[config.mk]
export PLATFORM = sky130hd
export DESIGN_NAME = pid_position_move_controller
export DESIGN_NICKNAME = d
export VERILOG_FILES = /design/src/sv/pidpm_pkg.sv /design/src/sv/pidpm_mul.sv /design/src/sv/pidpm_div.sv /design/src/sv/pid_position_move_controller.sv
export SDC_FILE = /design/constraint.sdc
export NUM_CORES = 2
export LEC_CHECK = 0
export BUFFER_PORTS_ARGS = -buffer_cell sky130_fd_sc_hd__buf_2
export CAP_MARGIN = 20
export CORE_UTILIZATION = 33
export CTS_CLUSTER_DIAMETER = 80
export DETAILED_ROUTE_END_ITERATION = 10
export GPL_TIMING_DRIVEN = 0
export MAX_ROUTING_LAYER = met4
export SYNTH_ARGS = -nofsm -noshare
export SYNTH_HDL_FRONTEND = slang
export SYNTH_SLANG_ARGS = --single-unit
[constraint.sdc]
create_clock -name i_clk -period 8.3 [get_ports i_clk]
set_clock_uncertainty 0.1 [all_clocks]
set_input_delay 0.83 -clock i_clk [delete_from_list [all_inputs] [get_ports i_clk]]
set_output_delay 0.83 -clock i_clk [all_outputs]
set_load 0.02 [all_outputs]
[src/sv/pidpm_pkg.sv]
package pidpm_pkg;

    localparam int GAIN_W     = 25;
    localparam int LIM_W      = 17;
    localparam int TRAVEL_W   = 20;
    localparam int CODE_W     = 8;
    localparam int DRIVE_W    = 11;
    localparam int CFG_IDX_W  = 4;
    localparam int CFG_DATA_W = 25;
    localparam int ACC_W      = 64;
    localparam int MUL_B_W    = 25;
    localparam int DIV_D_W    = 14;
    localparam int DIV_N_W    = 37;

    localparam int TICK_RATE_DEF = 20;
    localparam int PWM_RES_DEF   = 1000;

    localparam logic [GAIN_W-1:0]   GAIN_P_RST  = 25'd83886;
    localparam logic [GAIN_W-1:0]   GAIN_I_RST  = 25'd33554;
    localparam logic [GAIN_W-1:0]   GAIN_D_RST  = 25'd0;
    localparam logic [LIM_W-1:0]    NORM_RST    = 17'd6554;
    localparam logic [LIM_W-1:0]    FAST_RST    = 17'd26214;
    localparam logic [TRAVEL_W-1:0] TRAV0_RST   = 20'd1536;
    localparam logic [TRAVEL_W-1:0] TRAV1_RST   = 20'd1536;
    localparam logic [TRAVEL_W-1:0] TRAV2_RST   = 20'd2048;

    localparam logic signed [15:0]       ISUM_MAX = 16'sd32000;
    localparam logic signed [ACC_W-1:0]  TERM_MAX = 64'sd1 <<< 60;
    localparam logic [CODE_W-1:0]        CODE_MAX = 8'd2;
    localparam logic signed [31:0]       STOP_BAND = 32'sd5;

    typedef enum logic [3:0] {
        S_IDLE, S_CMD, S_ERR, S_DIV, S_MRATE, S_MP, S_MI, S_MD, S_LIM, S_MPWM, S_OUT
    } t_state;

    typedef enum logic [CFG_IDX_W-1:0] {
        REG_GAIN_P       = 4'd0,
        REG_GAIN_I       = 4'd1,
        REG_GAIN_D       = 4'd2,
        REG_NORMAL_LIMIT = 4'd3,
        REG_FAST_LIMIT   = 4'd4,
        REG_TRAVEL_ZERO  = 4'd5,
        REG_TRAVEL_ONE   = 4'd6,
        REG_TRAVEL_TWO   = 4'd7
    } t_reg_idx;

    typedef enum logic [CODE_W-1:0] {
        CODE_ZERO = 8'd0,
        CODE_ONE  = 8'd1,
        CODE_TWO  = 8'd2
    } t_code;

    typedef struct packed {
        logic                    start;
        logic signed [ACC_W-1:0] a;
        logic [MUL_B_W-1:0]      b;
    } t_mul_req;

    typedef struct packed {
        logic               start;
        logic               neg;
        logic [DIV_N_W-1:0] mag;
    } t_div_req;

    function automatic logic signed [31:0] sat32(input logic signed [ACC_W-1:0] v);
        logic signed [31:0] r;
        if (v > 64'sh7FFF_FFFF) begin
            r = 32'sh7FFF_FFFF;
        end else if (v < -64'sh8000_0000) begin
            r = -32'sh8000_0000;
        end else begin
            r = v[31:0];
        end
        return r;
    endfunction

    function automatic logic signed [ACC_W-1:0] clamp_term(
        input logic signed [ACC_W-1:0] v);
        logic signed [ACC_W-1:0] r;
        if (v > TERM_MAX) begin
            r = TERM_MAX;
        end else if (v < -TERM_MAX) begin
            r = -TERM_MAX;
        end else begin
            r = v;
        end
        return r;
    endfunction

endpackage

[src/sv/pidpm_mul.sv]
module pidpm_mul (
    input  logic                              i_clk,
    input  logic                              i_rst_n,
    input  pidpm_pkg::t_mul_req               i_req,
    output logic                              o_done,
    output logic signed [pidpm_pkg::ACC_W-1:0] o_prod
);

    localparam int CNT_W = $clog2(pidpm_pkg::MUL_B_W);
    localparam logic [CNT_W-1:0] LAST = CNT_W'(pidpm_pkg::MUL_B_W - 1);

    logic signed [pidpm_pkg::ACC_W-1:0] r_a;
    logic signed [pidpm_pkg::ACC_W-1:0] r_acc;
    logic [pidpm_pkg::MUL_B_W-1:0]      r_b;
    logic [CNT_W-1:0]                   r_cnt;
    logic                               r_busy;
    logic                               r_done;

    // Shift-and-add, one multiplier bit per cycle from the least significant end.
    always_ff @(posedge i_clk) begin
        if (!i_rst_n) begin
            r_busy <= 1'b0;
            r_done <= 1'b0;
        end else begin
            r_done <= 1'b0;
            if (i_req.start) begin
                r_a    <= i_req.a;
                r_b    <= i_req.b;
                r_acc  <= '0;
                r_cnt  <= '0;
                r_busy <= 1'b1;
            end else if (r_busy) begin
                r_acc <= r_acc + (r_b[0] ? r_a : '0);
                r_a   <= r_a <<< 1;
                r_b   <= r_b >> 1;
                r_cnt <= r_cnt + 1'b1;
                if (r_cnt == LAST) begin
                    r_busy <= 1'b0;
                    r_done <= 1'b1;
                end
            end
        end
    end

    assign o_done = r_done;
    assign o_prod = r_acc;

endmodule

[src/sv/pidpm_div.sv]
module pidpm_div (
    input  logic                                 i_clk,
    input  logic                                 i_rst_n,
    input  pidpm_pkg::t_div_req                  i_req,
    input  logic [pidpm_pkg::DIV_D_W-1:0]        i_den,
    output logic                                 o_done,
    output logic signed [pidpm_pkg::DIV_N_W:0]   o_quot
);

    localparam int N = pidpm_pkg::DIV_N_W;
    localparam int D = pidpm_pkg::DIV_D_W;
    localparam int CNT_W = $clog2(N);
    localparam logic [CNT_W-1:0] LAST = CNT_W'(N - 1);

    logic [N-1:0]     r_num;
    logic [D-1:0]     r_rem;
    logic [CNT_W-1:0] r_cnt;
    logic             r_neg;
    logic             r_busy;
    logic             r_done;
    logic [D:0]       w_trial;
    logic             w_fit;

    assign w_trial = {r_rem, r_num[N-1]};
    assign w_fit   = (w_trial >= {1'b0, i_den});

    // Restoring division: the remainder stays below the divisor, the
    // quotient bits fill the numerator register from the bottom.
    always_ff @(posedge i_clk) begin
        if (!i_rst_n) begin
            r_busy <= 1'b0;
            r_done <= 1'b0;
        end else begin
            r_done <= 1'b0;
            if (i_req.start) begin
                r_num  <= i_req.mag;
                r_neg  <= i_req.neg;
                r_rem  <= '0;
                r_cnt  <= '0;
                r_busy <= 1'b1;
            end else if (r_busy) begin
                r_rem <= w_fit ? D'(w_trial - {1'b0, i_den}) : w_trial[D-1:0];
                r_num <= {r_num[N-2:0], w_fit};
                r_cnt <= r_cnt + 1'b1;
                if (r_cnt == LAST) begin
                    r_busy <= 1'b0;
                    r_done <= 1'b1;
                end
            end
        end
    end

    assign o_done = r_done;
    assign o_quot = r_neg ? -$signed({1'b0, r_num}) : $signed({1'b0, r_num});

endmodule

[src/sv/pid_position_move_controller.sv]
// One item is in work at a time, and the next transaction is taken the cycle after the
// result is loaded into the output register. On a running move the result comes from
// one 37-step serial divider and five 25-step serial multiplies; the tick that ends a
// move skips the last multiply, and an idle tick uses neither unit.
// Reset (synchronous, active low) restores register defaults, stops any move, clears
// the PID state and drops any result not yet taken.
module pid_position_move_controller #(
    parameter int TICK_RATE      = pidpm_pkg::TICK_RATE_DEF,
    parameter int PWM_RESOLUTION = pidpm_pkg::PWM_RES_DEF
) (
    input  logic                                   i_clk,
    input  logic                                   i_rst_n,
    input  logic                                   i_in_valid,
    output logic                                   o_in_ready,
    input  logic                                   i_new_command,
    input  logic [pidpm_pkg::CODE_W-1:0]           i_position_code,
    input  logic signed [31:0]                     i_encoder_count,
    output logic                                   o_out_valid,
    input  logic                                   i_out_ready,
    output logic signed [pidpm_pkg::DRIVE_W-1:0]   o_drive,
    output logic                                   o_moving,
    input  logic                                   i_cfg_valid,
    output logic                                   o_cfg_ready,
    input  logic [pidpm_pkg::CFG_IDX_W-1:0]        i_cfg_index,
    input  logic [pidpm_pkg::CFG_DATA_W-1:0]       i_cfg_data
);

    localparam int AW = pidpm_pkg::ACC_W;

    pidpm_pkg::t_state r_state, n_state;

    logic [pidpm_pkg::GAIN_W-1:0]   r_gain_p, r_gain_i, r_gain_d;
    logic [pidpm_pkg::LIM_W-1:0]    r_norm, r_fast_lim;
    logic [pidpm_pkg::TRAVEL_W-1:0] r_trav0, r_trav1, r_trav2;

    logic                          r_cmd;
    logic [pidpm_pkg::CODE_W-1:0]  r_code;
    logic signed [31:0]            r_enc;
    logic signed [31:0]            r_target, n_target;
    logic                          r_fast, n_fast;
    logic                          r_running, n_running;
    logic signed [15:0]            r_esum, n_esum;
    logic signed [31:0]            r_last, n_last;
    logic signed [31:0]            r_e, n_e;
    logic signed [15:0]            r_isum, n_isum;
    logic signed [31:0]            r_rate, n_rate;
    logic signed [AW-1:0]          r_sum, n_sum;
    logic signed [pidpm_pkg::DRIVE_W-1:0] r_drive, n_drive;
    logic                          r_mov, n_mov;
    logic                          r_ov;
    logic signed [pidpm_pkg::DRIVE_W-1:0] r_od;
    logic                          r_om;

    pidpm_pkg::t_mul_req r_mreq, n_mreq;
    pidpm_pkg::t_div_req r_dreq, n_dreq;
    logic                                  w_mdone, w_ddone;
    logic signed [AW-1:0]                  w_prod;
    logic signed [pidpm_pkg::DIV_N_W:0]    w_quot;

    logic w_in_acc, w_out_load;
    logic signed [32:0]    w_diff;
    logic signed [31:0]    w_e;
    logic signed [31:0]    w_abs_e;
    logic signed [38:0]    w_isum_raw;
    logic signed [AW-1:0]  w_lim, w_pdrv;

    assign w_in_acc   = i_in_valid && o_in_ready;
    assign w_out_load = (r_state == pidpm_pkg::S_OUT) && (!r_ov || i_out_ready);

    pidpm_mul u_mul (
        .i_clk   (i_clk),
        .i_rst_n (i_rst_n),
        .i_req   (r_mreq),
        .o_done  (w_mdone),
        .o_prod  (w_prod)
    );

    pidpm_div u_div (
        .i_clk   (i_clk),
        .i_rst_n (i_rst_n),
        .i_req   (r_dreq),
        .i_den   (pidpm_pkg::DIV_D_W'(TICK_RATE)),
        .o_done  (w_ddone),
        .o_quot  (w_quot)
    );

    // Next state.
    always_comb begin
        n_state = r_state;
        unique case (r_state)
            pidpm_pkg::S_IDLE:  if (w_in_acc) n_state = pidpm_pkg::S_CMD;
            pidpm_pkg::S_CMD:   n_state = pidpm_pkg::S_ERR;
            pidpm_pkg::S_ERR:   n_state = r_running ? pidpm_pkg::S_DIV : pidpm_pkg::S_OUT;
            pidpm_pkg::S_DIV:   if (w_ddone) n_state = pidpm_pkg::S_MRATE;
            pidpm_pkg::S_MRATE: if (w_mdone) n_state = pidpm_pkg::S_MP;
            pidpm_pkg::S_MP:    if (w_mdone) n_state = pidpm_pkg::S_MI;
            pidpm_pkg::S_MI:    if (w_mdone) n_state = pidpm_pkg::S_MD;
            pidpm_pkg::S_MD:    if (w_mdone) n_state = pidpm_pkg::S_LIM;
            pidpm_pkg::S_LIM: begin
                n_state = (r_e > -pidpm_pkg::STOP_BAND && r_e < pidpm_pkg::STOP_BAND)
                          ? pidpm_pkg::S_OUT : pidpm_pkg::S_MPWM;
            end
            pidpm_pkg::S_MPWM:  if (w_mdone) n_state = pidpm_pkg::S_OUT;
            pidpm_pkg::S_OUT:   if (w_out_load) n_state = pidpm_pkg::S_IDLE;
            default:            n_state = pidpm_pkg::S_IDLE;
        endcase
    end

    assign w_diff  = {r_target[31], r_target} - {r_enc[31], r_enc};
    assign w_e     = pidpm_pkg::sat32(AW'(w_diff));
    assign w_abs_e = w_e[31] ? -w_e : w_e;
    assign w_isum_raw = 39'(w_quot) + 39'(r_esum);
    assign w_lim   = $signed(AW'({(r_fast ? r_fast_lim : r_norm), 13'b0}));
    assign w_pdrv  = w_prod[AW-1] ? ((w_prod + AW'(64'sd536870911)) >>> 29) : (w_prod >>> 29);

    // Datapath and outputs of each state.
    always_comb begin
        n_target  = r_target;
        n_fast    = r_fast;
        n_running = r_running;
        n_esum    = r_esum;
        n_last    = r_last;
        n_e       = r_e;
        n_isum    = r_isum;
        n_rate    = r_rate;
        n_sum     = r_sum;
        n_drive   = r_drive;
        n_mov     = r_mov;
        n_mreq    = r_mreq;
        n_dreq    = r_dreq;
        n_mreq.start = 1'b0;
        n_dreq.start = 1'b0;
        unique case (r_state)
            pidpm_pkg::S_CMD: begin
                if (r_cmd && r_code <= pidpm_pkg::CODE_MAX) begin
                    case (r_code)
                        pidpm_pkg::CODE_ZERO: n_target = -$signed(32'(r_trav0));
                        pidpm_pkg::CODE_ONE:  n_target = $signed(32'(r_trav1));
                        default:              n_target = $signed(32'(r_trav2));
                    endcase
                    n_fast    = (r_code == pidpm_pkg::CODE_TWO);
                    n_running = 1'b1;
                    n_esum    = '0;
                    n_last    = '0;
                end
            end
            pidpm_pkg::S_ERR: begin
                n_drive = '0;
                n_mov   = 1'b0;
                n_e     = w_e;
                n_dreq.start = r_running;
                n_dreq.neg   = w_e[31];
                n_dreq.mag   = {w_abs_e[31:0], 5'b0};
            end
            pidpm_pkg::S_DIV: begin
                if (w_ddone) begin
                    if (w_isum_raw > 39'(pidpm_pkg::ISUM_MAX)) begin
                        n_isum = pidpm_pkg::ISUM_MAX;
                    end else if (w_isum_raw < -39'(pidpm_pkg::ISUM_MAX)) begin
                        n_isum = -pidpm_pkg::ISUM_MAX;
                    end else begin
                        n_isum = w_isum_raw[15:0];
                    end
                    n_mreq.start = 1'b1;
                    n_mreq.a     = AW'($signed({r_e[31], r_e} - {r_last[31], r_last}));
                    n_mreq.b     = pidpm_pkg::MUL_B_W'(TICK_RATE);
                end
            end
            pidpm_pkg::S_MRATE: begin
                if (w_mdone) begin
                    n_rate = pidpm_pkg::sat32(w_prod);
                    n_mreq.start = 1'b1;
                    n_mreq.a     = AW'(r_e) <<< 5;
                    n_mreq.b     = r_gain_p;
                end
            end
            pidpm_pkg::S_MP: begin
                if (w_mdone) begin
                    n_sum = pidpm_pkg::clamp_term(w_prod);
                    n_mreq.start = 1'b1;
                    n_mreq.a     = AW'(r_isum);
                    n_mreq.b     = r_gain_i;
                end
            end
            pidpm_pkg::S_MI: begin
                if (w_mdone) begin
                    n_sum = r_sum + pidpm_pkg::clamp_term(w_prod);
                    n_mreq.start = 1'b1;
                    n_mreq.a     = AW'(r_rate) <<< 5;
                    n_mreq.b     = r_gain_d;
                end
            end
            pidpm_pkg::S_MD: begin
                if (w_mdone) begin
                    n_sum = r_sum + pidpm_pkg::clamp_term(w_prod);
                end
            end
            pidpm_pkg::S_LIM: begin
                if (r_e > -pidpm_pkg::STOP_BAND && r_e < pidpm_pkg::STOP_BAND) begin
                    n_running = 1'b0;
                    n_esum    = '0;
                    n_last    = '0;
                    n_drive   = '0;
                    n_mov     = 1'b0;
                end else begin
                    n_esum = r_isum;
                    n_last = r_e;
                    n_mov  = 1'b1;
                    n_mreq.start = 1'b1;
                    n_mreq.b     = pidpm_pkg::MUL_B_W'(PWM_RESOLUTION);
                    if (r_sum > w_lim) begin
                        n_mreq.a = w_lim;
                    end else if (r_sum < -w_lim) begin
                        n_mreq.a = -w_lim;
                    end else begin
                        n_mreq.a = r_sum;
                    end
                end
            end
            pidpm_pkg::S_MPWM: begin
                if (w_mdone) begin
                    if (w_pdrv > AW'(64'sd1023)) begin
                        n_drive = 11'sd1023;
                    end else if (w_pdrv < -AW'(64'sd1024)) begin
                        n_drive = -11'sd1024;
                    end else begin
                        n_drive = w_pdrv[pidpm_pkg::DRIVE_W-1:0];
                    end
                end
            end
            default: begin
            end
        endcase
    end

    always_ff @(posedge i_clk) begin
        if (!i_rst_n) begin
            r_state   <= pidpm_pkg::S_IDLE;
            r_target  <= '0;
            r_fast    <= 1'b0;
            r_running <= 1'b0;
            r_esum    <= '0;
            r_last    <= '0;
            r_ov      <= 1'b0;
            r_mreq.start <= 1'b0;
            r_dreq.start <= 1'b0;
            r_gain_p  <= pidpm_pkg::GAIN_P_RST;
            r_gain_i  <= pidpm_pkg::GAIN_I_RST;
            r_gain_d  <= pidpm_pkg::GAIN_D_RST;
            r_norm    <= pidpm_pkg::NORM_RST;
            r_fast_lim <= pidpm_pkg::FAST_RST;
            r_trav0   <= pidpm_pkg::TRAV0_RST;
            r_trav1   <= pidpm_pkg::TRAV1_RST;
            r_trav2   <= pidpm_pkg::TRAV2_RST;
        end else begin
            r_state   <= n_state;
            r_target  <= n_target;
            r_fast    <= n_fast;
            r_running <= n_running;
            r_esum    <= n_esum;
            r_last    <= n_last;
            r_mreq    <= n_mreq;
            r_dreq    <= n_dreq;
            if (w_out_load) begin
                r_ov <= 1'b1;
            end else if (i_out_ready) begin
                r_ov <= 1'b0;
            end
            if (i_cfg_valid) begin
                unique case (i_cfg_index)
                    pidpm_pkg::REG_GAIN_P:       r_gain_p   <= i_cfg_data;
                    pidpm_pkg::REG_GAIN_I:       r_gain_i   <= i_cfg_data;
                    pidpm_pkg::REG_GAIN_D:       r_gain_d   <= i_cfg_data;
                    pidpm_pkg::REG_NORMAL_LIMIT: r_norm     <= i_cfg_data[pidpm_pkg::LIM_W-1:0];
                    pidpm_pkg::REG_FAST_LIMIT:   r_fast_lim <= i_cfg_data[pidpm_pkg::LIM_W-1:0];
                    pidpm_pkg::REG_TRAVEL_ZERO:  r_trav0 <= i_cfg_data[pidpm_pkg::TRAVEL_W-1:0];
                    pidpm_pkg::REG_TRAVEL_ONE:   r_trav1 <= i_cfg_data[pidpm_pkg::TRAVEL_W-1:0];
                    pidpm_pkg::REG_TRAVEL_TWO:   r_trav2 <= i_cfg_data[pidpm_pkg::TRAVEL_W-1:0];
                    default: begin
                    end
                endcase
            end
        end
    end

    always_ff @(posedge i_clk) begin
        if (w_in_acc) begin
            r_cmd  <= i_new_command;
            r_code <= i_position_code;
            r_enc  <= i_encoder_count;
        end
        r_e     <= n_e;
        r_isum  <= n_isum;
        r_rate  <= n_rate;
        r_sum   <= n_sum;
        r_drive <= n_drive;
        r_mov   <= n_mov;
        if (w_out_load) begin
            r_od <= r_drive;
            r_om <= r_mov;
        end
    end

    assign o_in_ready  = (r_state == pidpm_pkg::S_IDLE);
    assign o_out_valid = r_ov;
    assign o_drive     = r_od;
    assign o_moving    = r_om;
    assign o_cfg_ready = 1'b1;

endmodule

==> out/metrics.csv <==
metric,value,unit
clkLatencyLatePin,0.75,ns
first_global_vias,42450,
async_reset_ff_share,0,%
critPathLaunchType,register,
detail_route.vias_per_cell,5.585,
stdcell_count,8015,
crit_family,compound AO/OA/AOI/OAI gates,
place_inst,7832,
syn_to_final_growth,12.67,%
internal-power,8.423,mW
synth_seq_area_share,41.49,%
routedWlPerCell,21.74,um
crit_required,8.57,ns
core-area,156800,sq um
crit_path_top_delay_cell,o41ai_4,
synth_nets,6075,
fin_crit_sh,94.72,%
cts_tree,yes,
antenna_found_initial,1,
worstSetupPathType,reg -> reg,
seqPwrFrac,39.7,%
switchingPower,4.311,mW
root_buffer,clkbuf_16,
status,completed,
clk_pin_slew,0.06,ns
numCtsBuffers,95,
drive_gt1_share,8.461,%
hpwl,133900,um
hp-class,in -> reg,
grt_first_pass_wirelength,261900,um
h-tree-depth,3,
grt_use_total,21.99,%
synth-edff-count,547,
slew_violations,0,
synth-seq-cells,809,
critPathCaptureType,register,
overflow,0,
dieArea,159900,sq um
io_buffers,70,
route.detailed.drc,0,
cp_num_buf_inv,6,
syn_area,52240,sq um
p_leak,22.17,nW
synth_flop_cell,edfxtp_1,
avgSynthCellArea,9.185,sq um
dr.pass1.iters,7,
ant_nets,0,
nNetsFinal,6262,
io_pins,90,
maxCapViolations,0,
num_vias,44760,
worst_pin_slew,1.163,ns
rsz0062_at_grt,no,
p_comb_share,26.4,%
ys.warnings.count,0,
peakVddDrop,0.0002160,V
syn_inst,5687,
initialDrtViolationCount,4430,
critical_path_arrival,8.13,ns
finalSetupViolCount,0,
clockBufferDepth,3,
hold_viol,0,
crit_top_cell,clkbuf_2,
clkPwrFrac,33.9,%
post-route-min-period,7.862,ns
grt_max_degree,66,
dp_worst_setup_slack,-0.6973,ns
crit_fanout,10,
fmax,127.2,MHz
routed_wl,174200,um
place_congestion,0.9617,
power_density,216.4,nW/um^2
setup_slack,0.4381,ns
die_height,399.9,um
p_sw_share,33.85,%
cts_hold_buf,0,
start_util,33.32,%
clock_sinks,809,
slowest_delay,0.69,ns
placementRows,145,
max_slew_margin,21.90,%
die_w,399.9,um
ys_types,108,
antenna_cells,0,
## power groups by stage
stage	clock network [mW]	registers (mW)	logic, mW
2_1_floorplan	0	5.02	2.33
3_3_place_gp	0	5.18	3.21
3_5_place_dp	0	5.14	3.28
4_1_cts	4.39	5.06	3.30
5_1_grt	4.53	5.08	3.67
6_report	4.32	5.06	3.36
## layout by cell type, fill, tap and decap left out, drive strengths merged, types with 133 or more instances in the layout
cell type / Yosys / routed
o21ai: 333 / 333
inv: 189 / 197
mux2: 133 / 133
edfxtp: 547 / 547
nand3: 161 / 161
a21boi: 161 / 161
nor2: 330 / 330
and2: 170 / 170
clkbuf: 264 / 380
nand2: 845 / 845
a21o: 168 / 168
ha: 308 / 308
xnor2: 157 / 157
dfxtp: 262 / 262
a21oi: 334 / 334
## sequential cells by signal, summed over array words and instances, names as in the netlist, 17 cells and up
register	flops
r_sum	64
u_mul.o_prod	64
u_div.r_num	37
r_fast_lim	17
r_gain_d	25
r_trav1	20
r_dreq	34
r_target	32
r_mreq	90
r_gain_i	25
u_mul.r_b	25
r_last	32
r_gain_p	25
r_trav0	20
u_mul.r_a	64
r_trav2	20
r_rate	32
r_e	32
r_enc	32
r_norm	17
## final cells by class
type | count | area, sq um
Buffer | 300 | 1194
Clock buffer | 114 | 2529
Clock inverter | 66 | 720.7
Fill cell | 15880 | 97900
Inverter | 190 | 713.2
Multi-Input combinational cell | 4388 | 28770
Sequential cell | 809 | 21670
Tap cell | 2058 | 2575
Timing Repair Buffer | 90 | 686.9
## cells by family after synthesis
kind of cell	after synthesis	share of synthesized area, %
XOR/XNOR	274	4.594
multiplexers	175	3.696
buffers and inverters	490	3.634
flip-flops	809	41.49
AND/OR/NAND/NOR	2073	19.07
other	1	0.007179
AO/OA/AOI/OAI	1548	19.86
adder cells (fa/ha/maj)	317	7.646
## per-layer routing
layer	share of wire, %	global-route usage [%]	wire length (um)
met5	0	-	0
met4	3.9	7.859	6823
met2	46	34.51	79630
met3	6.4	3.133	11160
met1	44	28.79	76620
## stage by stage
stage / TNS [ns] / utilization [%] / area, sq um / power, mW / hold WS [ns]
finish: 0 / 37.55 / 58850 / 12.73 / 0.1578
global placement: -168.60 / 35.19 / 55160 / 8.384 / 0.3031
detailed placement: -10.41 / 35.41 / 55510 / 8.417 / 0.3045
global route: 0 / 37.55 / 58850 / 13.28 / 0.1269
CTS: 0 / 37.51 / 58800 / 12.74 / 0.1007
floorplan: 0 / - / 52240 / 7.355 / 0.3003
## Yosys cell counts, types with 117 or more instances
library cell / instances / share of area, %
edfxtp_1: 547 / 31
clkbuf_1: 253 / 1.8
o21ai_0: 320 / 3.1
nand2_1: 844 / 6.1
and2_1: 169 / 2.0
a21oi_1: 331 / 3.2
nand3_1: 161 / 1.5
mux2_2: 133 / 2.9
xnor2_1: 157 / 2.6
ha_1: 308 / 7.4
a21o_1: 168 / 2.4
dfxtp_1: 262 / 10
nor2_1: 330 / 2.4
inv_1: 188 / 1.4
a21boi_0: 157 / 2.3
xor2_1: 117 / 2.0
## path summary, 6_finish.rpt
check | to | slack (ns) | cells after the start | start
min | r_enc[16]$_DFFE_PP_ | 0.16 | 1 | i_encoder_count[16]
max | r_mreq[56]$_DFFE_PP_ | 0.44 | 25 | r_fast$_SDFFE_PN0P_
min reg2reg | o_drive[7]$_DFFE_PP_ | 0.32 | 0 | r_drive[7]$_SDFFCE_PN0P_
max reg2reg | r_mreq[56]$_DFFE_PP_ | 0.44 | 25 | r_fast$_SDFFE_PN0P_
## repair_timing
item                                    4_1_cts  5_1_grt
endpoints found under the setup margin       53       53
cloned                                        0        0
pin swaps                                     0        1
setup buffers                                 0        0
gates resized for setup                       8        9
No activity file was read; power rests on OpenSTA's default activity.
